**config.mk**
```make
export PLATFORM = sky130hd
export DESIGN_NAME = encoder_speed_ema_filter
export DESIGN_NICKNAME = d
export VERILOG_FILES = /design/src/rtl/ese_pkg.sv /design/src/rtl/ese_regs.sv /design/src/rtl/ese_core.sv /design/src/rtl/encoder_speed_ema_filter.sv
export SDC_FILE = /design/constraint.sdc
export NUM_CORES = 2
export LEC_CHECK = 0
export BUFFER_PORTS_ARGS = -buffer_cell sky130_fd_sc_hd__buf_4
export CAP_MARGIN = 20
export CORE_UTILIZATION = 40
export CTS_BUF_LIST = sky130_fd_sc_hd__clkbuf_16
export CTS_CLUSTER_DIAMETER = 200
export DETAILED_ROUTE_END_ITERATION = 6
export GPL_ROUTABILITY_DRIVEN = 0
export PLACE_DENSITY = 0.52
export RECOVER_POWER = 25
export SLEW_MARGIN = 20
export SYNTH_ARGS = -nofsm -noshare
export SYNTH_HDL_FRONTEND = slang
export SYNTH_SLANG_ARGS = --single-unit
```
**constraint.sdc**
```tcl
create_clock -name clk -period 13.65 [get_ports clk]
set_input_delay 1.365 -clock clk [delete_from_list [all_inputs] [get_ports clk]]
set_output_delay 1.365 -clock clk [all_outputs]
set_load 0.01 [all_outputs]
```
**src/rtl/ese_pkg.sv**
```systemverilog
// ----------------------------------------------------------------------------
// ese_pkg: shared types and constants of the encoder speed EMA filter
// Register indexes, field widths and the configuration bundle that the
// register file hands to the channel datapath.
// ----------------------------------------------------------------------------
package ese_pkg;

  localparam int RAW_W      = 16;          // raw count sample and speed width
  localparam int ACC_W      = 32;          // Q16.16 accumulator width
  localparam int ALPHA_W    = 16;          // Q0.16 weight width
  localparam int ZR_W       = 2;           // zero-run counter width
  localparam int ALPHA_REGS = 2;           // channels that own an alpha register
  localparam int CFG_IDX_W  = 2;
  localparam int CFG_DATA_W = 16;

  localparam logic [ALPHA_W-1:0] ALPHA_RESET = 16'd19661;
  localparam logic [ZR_W-1:0]    ZR_STALL    = 2'd2;   // zero run that means stall

  // Register indexes
  localparam logic [CFG_IDX_W-1:0] REG_ALPHA_CH0   = 2'd0;
  localparam logic [CFG_IDX_W-1:0] REG_ALPHA_CH1   = 2'd1;
  localparam logic [CFG_IDX_W-1:0] REG_ENABLE_MASK = 2'd2;

  typedef struct packed {
    logic [ALPHA_REGS-1:0][ALPHA_W-1:0] alpha;
    logic [ALPHA_REGS-1:0]              enable;
    logic [ALPHA_REGS-1:0]              clear;   // one-cycle pulse per channel
  } cfg_t;

endpackage

```
**src/rtl/ese_regs.sv**
```systemverilog
// ----------------------------------------------------------------------------
// ese_regs: configuration register file
// Holds the per-channel alpha weights and the enable mask, and pulses a
// clear for each channel whose state a write re-initializes.
// ----------------------------------------------------------------------------
module ese_regs (
  input  logic                         clk,
  input  logic                         rst_n,
  input  logic                         wr_en,
  input  logic [ese_pkg::CFG_IDX_W-1:0]  wr_index,
  input  logic [ese_pkg::CFG_DATA_W-1:0] wr_data,
  output ese_pkg::cfg_t                cfg
);
  import ese_pkg::*;

  logic [ALPHA_REGS-1:0][ALPHA_W-1:0] alpha_r, alpha_nxt;
  logic [ALPHA_REGS-1:0]              enable_r, enable_nxt;
  logic [ALPHA_REGS-1:0]              clear;

  always_comb begin
    alpha_nxt  = alpha_r;
    enable_nxt = enable_r;
    clear      = '0;
    if (wr_en) begin
      case (wr_index)
        REG_ALPHA_CH0: begin
          alpha_nxt[0] = wr_data[ALPHA_W-1:0];
          clear[0]     = 1'b1;
        end
        REG_ALPHA_CH1: begin
          alpha_nxt[1] = wr_data[ALPHA_W-1:0];
          clear[1]     = 1'b1;
        end
        REG_ENABLE_MASK: begin
          enable_nxt = wr_data[ALPHA_REGS-1:0];
          clear      = wr_data[ALPHA_REGS-1:0];
        end
        default: begin
          // unknown index: drop the write
        end
      endcase
    end
  end

  always_ff @(posedge clk) begin
    if (!rst_n) begin
      alpha_r  <= {ALPHA_REGS{ALPHA_RESET}};
      enable_r <= '0;
    end else begin
      alpha_r  <= alpha_nxt;
      enable_r <= enable_nxt;
    end
  end

  assign cfg.alpha  = alpha_r;
  assign cfg.enable = enable_r;
  assign cfg.clear  = clear;

endmodule

```
**src/rtl/ese_core.sv**
```systemverilog
// ----------------------------------------------------------------------------
// ese_core: per-channel state and filter datapath
// Reads the channel's accumulator and zero run, computes the new state and
// the speed in one pass, and writes the state back when the beat advances.
// ----------------------------------------------------------------------------
module ese_core #(
  parameter int CHANNELS = 2
) (
  input  logic                       clk,
  input  logic                       rst_n,
  input  ese_pkg::cfg_t              cfg,
  input  logic                       adv,
  input  logic                       ch,
  input  logic [ese_pkg::RAW_W-1:0]  raw,
  output logic [ese_pkg::RAW_W-1:0]  speed
);
  import ese_pkg::*;

  logic [CHANNELS-1:0][ACC_W-1:0] acc_r;
  logic [CHANNELS-1:0][ZR_W-1:0]  zr_r;

  logic [ACC_W-1:0]       acc_sel;
  logic [ZR_W-1:0]        zr_sel;
  logic [ALPHA_W-1:0]     alpha;
  logic                   ch_ok;
  logic                   raw_zero;
  logic [ZR_W-1:0]        zr_inc;
  logic [ZR_W-1:0]        zr_new;
  logic                   stall;
  logic [ALPHA_W:0]       wgt_old;
  logic signed [ACC_W-1:0]   acc_s;
  logic signed [ALPHA_W+1:0] wgt_old_s;
  logic signed [ALPHA_W+1:0] alpha_s;
  logic signed [RAW_W-1:0]   raw_s;
  logic signed [49:0]        prod_old;
  logic signed [RAW_W+ALPHA_W+1:0] prod_new;
  logic signed [49:0]        blend_sum;
  logic [ACC_W-1:0]       acc_new;

  // Select the addressed channel's state
  always_comb begin
    acc_sel = '0;
    zr_sel  = '0;
    for (int c = 0; c < CHANNELS; c++) begin
      if (32'(ch) == c) begin
        acc_sel = acc_r[c];
        zr_sel  = zr_r[c];
      end
    end
  end

  assign alpha    = cfg.alpha[ch];
  assign ch_ok    = (32'(ch) < CHANNELS) && cfg.enable[ch];
  assign raw_zero = (raw == '0);
  assign zr_inc   = (zr_sel < ZR_STALL) ? zr_sel + 1'b1 : zr_sel;
  assign zr_new   = raw_zero ? zr_inc : '0;
  assign stall    = raw_zero && (zr_inc >= ZR_STALL);

  // Blend: (acc*(1-alpha) + raw*alpha) in Q16.16, rounded half up
  assign wgt_old   = 17'h10000 - {1'b0, alpha};
  assign acc_s     = signed'(acc_sel);
  assign wgt_old_s = signed'({1'b0, wgt_old});
  assign alpha_s   = signed'({2'b00, alpha});
  assign raw_s     = signed'(raw);
  assign prod_old  = acc_s * wgt_old_s;
  assign prod_new  = raw_s * alpha_s;
  assign blend_sum = prod_old + 50'(signed'({prod_new, 16'h0000})) + 50'sd32768;

  always_comb begin
    if (stall) begin
      acc_new = '0;
    end else if ((alpha == '0) || (acc_sel == '0)) begin
      acc_new = {raw, 16'h0000};
    end else begin
      acc_new = blend_sum[47:16];
    end
  end

  // Integer part of a 32-bit Q16.16 value always fits 16 bits: no clamp hit
  assign speed = (ch_ok && !stall) ? acc_new[ACC_W-1:16] : '0;

  always_ff @(posedge clk) begin
    if (!rst_n) begin
      acc_r <= '0;
      zr_r  <= '0;
    end else begin
      for (int c = 0; c < CHANNELS; c++) begin
        if ((c < ALPHA_REGS) && cfg.clear[c[0]]) begin
          acc_r[c] <= '0;
          zr_r[c]  <= '0;
        end else if (adv && ch_ok && (32'(ch) == c)) begin
          acc_r[c] <= acc_new;
          zr_r[c]  <= zr_new;
        end
      end
    end
  end

endmodule

```
**src/rtl/encoder_speed_ema_filter.sv**
```systemverilog
// ----------------------------------------------------------------------------
// encoder_speed_ema_filter: per-channel exponential moving average of speed
// Filters raw signed encoder count samples in Q16.16 with a per-channel
// weight, detects stalls on two zero samples in a row and returns the
// integer part of the filtered value.
// ----------------------------------------------------------------------------
//
//   channel | direction | beat contents
//   --------+-----------+----------------------------------------------
//   in_     | sink      | in_channel, in_raw_count
//   out_    | source    | out_channel, out_speed
//   cfg_    | sink      | cfg_index, cfg_data (register write)
//
// One beat per cycle sustained while out_ready stays high; each beat passes
// the input register, then the result register. The filter step between them
// is one 32x18 and one 16x18 signed multiply feeding a three-term add.
// Reset (synchronous, rst_n low) loads alpha 19661, disables all channels
// and clears every accumulator and zero run.
// A stall on out_ holds the result register, then the input register; in_
// keeps taking beats while either stage has room.
// cfg_ accepts a write every cycle.
//
module encoder_speed_ema_filter #(
  parameter int CHANNELS = 2
) (
  input  logic                           clk,
  input  logic                           rst_n,
  input  logic                           in_valid,
  output logic                           in_ready,
  input  logic                           in_channel,
  input  logic [ese_pkg::RAW_W-1:0]      in_raw_count,
  output logic                           out_valid,
  input  logic                           out_ready,
  output logic                           out_channel,
  output logic [ese_pkg::RAW_W-1:0]      out_speed,
  input  logic                           cfg_valid,
  output logic                           cfg_ready,
  input  logic [ese_pkg::CFG_IDX_W-1:0]  cfg_index,
  input  logic [ese_pkg::CFG_DATA_W-1:0] cfg_data
);
  import ese_pkg::*;

  cfg_t cfg;

  // Input stage
  logic             s1_valid_r, s1_valid_nxt;
  logic             s1_ch_r;
  logic [RAW_W-1:0] s1_raw_r;
  // Result stage
  logic             out_valid_r, out_valid_nxt;
  logic             out_ch_r;
  logic [RAW_W-1:0] out_speed_r;

  logic             s1_adv;
  logic             in_acc;
  logic [RAW_W-1:0] speed;

  assign cfg_ready = 1'b1;

  ese_regs u_regs (
    .clk      (clk),
    .rst_n    (rst_n),
    .wr_en    (cfg_valid),
    .wr_index (cfg_index),
    .wr_data  (cfg_data),
    .cfg      (cfg)
  );

  // Filter step runs on the input stage; state commits when the beat moves on
  ese_core #(
    .CHANNELS (CHANNELS)
  ) u_core (
    .clk   (clk),
    .rst_n (rst_n),
    .cfg   (cfg),
    .adv   (s1_adv),
    .ch    (s1_ch_r),
    .raw   (s1_raw_r),
    .speed (speed)
  );

  // Advance the input stage whenever the result register is empty or draining
  assign s1_adv   = s1_valid_r && (!out_valid_r || out_ready);
  assign in_ready = !s1_valid_r || s1_adv;
  assign in_acc   = in_valid && in_ready;

  assign s1_valid_nxt  = in_acc || (s1_valid_r && !s1_adv);
  assign out_valid_nxt = s1_adv || (out_valid_r && !out_ready);

  always_ff @(posedge clk) begin
    if (!rst_n) begin
      s1_valid_r  <= 1'b0;
      out_valid_r <= 1'b0;
    end else begin
      s1_valid_r  <= s1_valid_nxt;
      out_valid_r <= out_valid_nxt;
    end
  end

  // Payload: capture on accept, hold otherwise
  always_ff @(posedge clk) begin
    if (in_acc) begin
      s1_ch_r  <= in_channel;
      s1_raw_r <= in_raw_count;
    end
    if (s1_adv) begin
      out_ch_r    <= s1_ch_r;
      out_speed_r <= speed;
    end
  end

  assign out_valid   = out_valid_r;
  assign out_channel = out_ch_r;
  assign out_speed   = out_speed_r;

endmodule

```
---- Yosys cells after proc, flatten, opt, wreduce, memory -nomap -nowiden ----
Cells that the tools add are included.
word-level totals
  register bits ........................... 138
cells by class
  $add $sub $neg .......................... 4
  multipliers ............................. 2
  $lt $le $gt $ge ......................... 3
  eq/ne operators ......................... 2
  muxes and demuxes ....................... 13
  bitwise operators ....................... 2
  reductions and logical operators ........ 28
operators by type and width
  cell                                                                           count
  32-bit 2-to-1 mux                                                              3
  48-bit by 17-bit adder with 48-bit output (second input constant)              1
  48-bit adder                                                                   1
  32-bit by 18-bit multiplier with 48-bit output                                 1
  16-bit zero test                                                               2
  32-bit zero test                                                               1
  16-bit by 17-bit multiplier with 32-bit output                                 1
  16-bit 2-to-1 mux                                                              2
  17-bit by 16-bit subtractor with 17-bit output (first input constant)          1
  1-bit logical AND                                                              9
  2-bit 2-to-1 mux                                                               4
  2-bit AND reduction                                                            3
  1-bit zero test                                                                5
  1-bit logical OR                                                               5
  1-bit one-hot mux with 2 select lines                                          2
  2-bit OR reduction                                                             2
  2-bit by 1-bit adder with 2-bit output (second input constant)                 1
  2-bit by 1-bit equality test with 1-bit output (second input constant)         1
  2-bit equality test (second input constant)                                    1
  2-bit >= comparator (second input constant)                                    1
  2-bit zero test                                                                1
  1-bit by 2-bit less-than comparator with 1-bit output (second input constant)  1
  2-bit less-than comparator (second input constant)                             1
  1-bit 2-to-1 mux                                                               2
  1-bit NOT                                                                      2

---- Logic depth before layout (Yosys ltp) ----
  word-level depth ........................ 8
  gate-level depth with buffers ........... 48
  mapped depth without buffers ............ 42

---- Hierarchy ----
Synthesis repeated with hierarchy kept, for this count alone.
second synthesis, totals
  cell total of the unflattened synthesis .. 3,793
  area total of the unflattened synthesis .. 33,774.9 µm²
by module, submodules not included
  module                    instances  cells an instance  area each (µm²)  seq. area each (µm²)
  ese_core                  1          3,583              31,121.1         1,361.3
  ese_regs                  1          165                1,517.7          680.7
  encoder_speed_ema_filter  1          45                 1,136.1          1,061.0

---- Worst setup path before layout ----
Ideal clock, no wire load.
  path type ............................... flip-flop to flip-flop
  start ................................... register s1_ch_r
  end ..................................... register out_speed_r[15], in the netlist out_speed[15] (data pin)
  library setup time ...................... 0.264 ns
  arrival time ............................ 11.020 ns
  path slack .............................. 2.366 ns
  cell stages (with the launch flop) ...... 45
  path buffers ............................ 6
  clock period less this slack ............ 11.284 ns
  cells stage by stage .................... edfxtp_1 -> buf_6 -> clkbuf_1 -> buf_2 -> buf_2 -> buf_2 -> mux2_2 -> clkbuf_1 -> and2_1 -> fa_1 -> inv_1 -> fa_1 -> fa_1 -> fa_1 -> inv_1 -> fa_1 -> inv_1 -> fa_1 -> [... 9 more ...] -> xor2_1 -> fa_1 -> fa_1 -> fa_1 -> fa_1 -> inv_1 -> ha_1 -> a21oi_1 -> a21oi_1 -> o21a_1 -> o21a_1 -> o21ai_0 -> nand2_1 -> a21oi_4 -> o221ai_2 -> xnor3_1 -> nand2_1 -> a21oi_1
on the way
  word-level cells in the longest chain between the ends .. 8
  elaborated cells on any way between the ends .. 23
  classes of those cells .................. add/sub (4); mul (2); order compare (2); mux (9); reduce/logical (6)
ends and longest elaborated chain
  item                                                   line                             text
  from (decl)                                            encoder_speed_ema_filter.sv:47   logic s1_ch_r;
  from (signal assigned)                                 encoder_speed_ema_filter.sv:103  s1_ch_r <= in_channel;
  16-bit 2-to-1 mux (implied by the code) (2 in series)  ese_core.sv:52                   assign alpha = cfg.alpha[ch];
  17-bit by 16-bit subtractor with 17-bit output         ese_core.sv:60                   assign wgt_old = 17'h10000 - {1'b0, alpha};
  32-bit by 18-bit multiplier with 48-bit output         ese_core.sv:65                   assign prod_old = acc_s * wgt_old_s;
  48-bit adder                                           ese_core.sv:67                   assign blend_sum = prod_old + 50'(signed'({prod_new, 16'h0000})) + 50'sd32768;
  48-bit by 17-bit adder with 48-bit output              ese_core.sv:67
  32-bit 2-to-1 mux                                      ese_core.sv:72                   end else if ((alpha == '0) || (acc_sel == '0)) begin
  32-bit 2-to-1 mux                                      ese_core.sv:70                   if (stall) begin
  to (signal assigned)                                   encoder_speed_ema_filter.sv:108  out_speed_r <= speed;
  to (decl)                                              encoder_speed_ema_filter.sv:52   logic [RAW_W-1:0] out_speed_r;
Several ways; a longest one is shown, not always the timed one. The select of a mux whose other input is x is not followed.
A chain may end at the register's enable or synchronous reset.

---- Worst setup path after layout ----
Ends and elaborated chain as after synthesis.

==> results.tsv <==
metric	value	unit
Num CTS Buffers	17	
max cap viols	1	
EDFF count, synth	34	
cts hold-fix bufs	0	
post-synthesis cell area	33410	µm²
Worst setup EP type	flop	
largest net degree at the start of global routing	77	
TritonRoute pass-1 iters	6	
number of global-route vias before repair	27060	
Comb power frac	0.882	
largest buffer count on any clock path	2	
CP Class	reg2reg	
most frequent cells in the layout	792 x inv_1, 733 x fa_1, 661 x nand2_1	
# DRC	0	
core area	82370	µm²
Initial Util	0.4056	
worst path required time	13.87	ns
critical path fanouts, max	22	
WP buf/inv	7	
Worst EP arrival	12.21	ns
clock power share	0.060	
area grow syn2layout	6.647	%
Worst-Margin Slew	1.585	ns
syn_nets	4790	
min cycle time layout	11.99	ns
RSZ-0062 raised after global routing	no	
Static Leak	0.01671	µW
failing checks	max-capacitance violations, max-slew violations	
Worst-Skew Late Latency	0.48	ns
Final ANT Viol Nets	0	
DR vias	24990	
site row count	105	
r2r setup slk	1.66	ns
r2r startpoint	s1_ch_r	
worst hold start	u_core.zr_r[1]	
slowest stage cell, crit path	edfxtp_1	
clk sinks	138	
Die X	291.0	µm
Critical Path Max Stage Delay	0.95	ns
Hold Path Stages	2	
die area	84680	µm²
PostCTS Resize Cnt	0	
Root Driver	clkbuf_16	
Port Buffers	58	
DP Area	35030	µm²
Worst VDD drop	0.2562	mV
Distinct cells, synth	68	
Worst setup SP type	flop	
Stages on worst setup path	43	
clk slew on worst S/H paths	0.07	ns
Final HPWL DP	81730	µm
Post-Syn Instances	3774	
first-pass GRT wire length	162000	µm
clock skew	0.02125	ns
DR vias/cell	5.183	
DRT iter0 DRCs	1643	
Tcrit/Tclk final	0.8787	
Crit. Startpoint	s1_ch_r	
synthesized flop and latch total	138	
predominant post-synthesis flop cell	dfxtp_1	
H-tree levels	4	
CTS tree	built	
layout cells sized above 1	0.05947	
Net Sw Frac	0.5700	
endpoints failing hold	0	
Slew Limit Fails	22	
post-synthesis area per instance	8.853	µm²
WL/cell	21.05	µm
Sum Neg Setup Slack	0	ns
Die Y	291.0	µm
internal power	3407	µW
commonest non-fill, non-tap cell in the layout	inv_1	
Psw	4516	µW
initial antenna violation count	5	
overall routed net length	101500	µm
status	complete, but fails checks	
min-delay worst type	reg2reg	
worst r2r path cells	43	
number of I/O pins	60	
Max-slew headroom	-0.05672	
Pwr per Cell Area	222.4	nW/µm²
GRT Overall Usage	0.2527	
sequential area share after synthesis	0.09288	
global route total overflow	0	
crit-path most repeated cell	fa_1	
register share of total power	0.058	
NumNets Final	4753	
setup violators final	0	
Ys Warns	0	
Final Instance Area	35630	µm²
CP delay by family, top	adder cells	
max frequency	83.37	MHz
ys async rst share	0	
setup bufs post-CTS	0	
==> final timing paths <==
path / endpoint
worst max-delay path: out_speed[15]
worst max register to register: out_speed[15]
worst min-delay path: u_core.zr_r[1]
worst min register to register: u_core.zr_r[1]
==> stage by stage <==
| stage | utilization | hold slack [ns] | setup WS [ns] | total power, µW | instances |
|---|---|---|---|---|---|
| 6_report | 0.4326 | 0.4546 | 1.655 | 7923 | 4822 |
| 5_1_grt | 0.4325 | 0.4753 | 0.9829 | 8940 | 4820 |
| 4_1_cts | 0.4322 | 0.4559 | 1.633 | 8035 | 4818 |
| 3_5_place_dp | 0.4252 | 0.4469 | 1.656 | 7452 | 4786 |
| 3_3_place_gp | 0.4252 | 0.4422 | 1.694 | 7545 | 4786 |
| 2_1_floorplan | - | 0.4351 | 2.366 | 5570 | 3774 |
==> synthesized netlist by cell type, types with 6 or more instances <==
master | n | area, µm²
a21boi_0 | 25 | 187.7
a21o_1 | 38 | 285.3
a21oi_1 | 110 | 550.5
a31oi_1 | 6 | 37.54
and2_1 | 127 | 794.5
and3_1 | 8 | 50.05
buf_1 | 7 | 26.28
buf_2 | 19 | 95.09
clkbuf_1 | 136 | 510.5
dfxtp_1 | 104 | 2082
edfxtp_1 | 34 | 1021
fa_1 | 733 | 14670
ha_1 | 243 | 3040
inv_1 | 790 | 2965
mux2_2 | 46 | 518.0
mux2i_1 | 49 | 490.5
nand2_1 | 662 | 2485
nand2b_1 | 19 | 118.9
nand3_1 | 36 | 180.2
nand4_1 | 17 | 106.4
nor2_1 | 277 | 1040
nor2b_1 | 12 | 75.07
nor3_1 | 17 | 85.08
nor4_1 | 17 | 106.4
o21a_1 | 13 | 97.59
o21ai_0 | 47 | 235.2
o21bai_1 | 15 | 112.6
o22ai_1 | 7 | 43.79
or2_2 | 8 | 50.05
or3_1 | 7 | 43.79
xnor2_1 | 64 | 560.5
xor2_1 | 28 | 245.2
==> power by group through the flow <==
stage | registers, µW | clock network, µW | logic (µW)
finish | 462 | 472 | 6990
global route | 463 | 506 | 7970
CTS | 462 | 491 | 7080
detailed placement | 471 | 0 | 6980
global placement | 472 | 0 | 7070
floorplan | 452 | 0 | 5120
==> kinds of logic (layout without fill, tap and decap cells) <==
group / after synthesis / in the layout / share of synthesized area
simple gates: 1218 / 1218 / 0.1566
fa+ha+maj: 976 / 976 / 0.5302
buf+inv: 955 / 931 / 0.1083
compound gates: 297 / 297 / 0.05651
flops: 138 / 138 / 0.09288
mux: 96 / 96 / 0.03052
xor+xnor: 93 / 93 / 0.02479
other cells: 1 / 3 / 0.0001122
==> worst register-to-register path: cells and delay by family, from the launching register on <==
| kind | cells | cell delay, ns |
|---|---|---|
| buf+inv | 7 | 0.64 |
| xor+xnor | 2 | 0.52 |
| mux | 1 | 0.55 |
| compound gates | 14 | 2.82 |
| flops | 1 | 0.95 |
| simple gates | 7 | 0.84 |
| fa+ha+maj | 12 | 5.42 |
==> layout make-up <==
type	instances	area (µm²)
Antenna cell	2	5.005
Clock inverter	15	152.6
Fill cell	8306	46740
Sequential cell	138	3103
Inverter	791	2969
Multi-Input combinational cell	2681	26810
Tap cell	1070	1339
Clock buffer	17	425.4
Timing Repair Buffer	108	827.0
==> layer usage <==
metal,vias up,track usage,part of all wire
li1,11240,-,-
met1,12990,0.3427,0.44
met2,651,0.4268,0.48
met3,116,0.03046,0.051
met4,0,0.06698,0.023
met5,-,0,0
==> state kept, by name (all words and copies together), names as in the netlist <==
register	cells
out_speed	16
u_core.zr_r	4
s1_ch_r	1
s1_valid_r	1
out_valid	1
u_core.acc_r	64
u_regs.enable_r	2
s1_raw_r	16
u_regs.cfg	32
out_channel	1
Note: power is estimated with default switching activity, not from simulation.
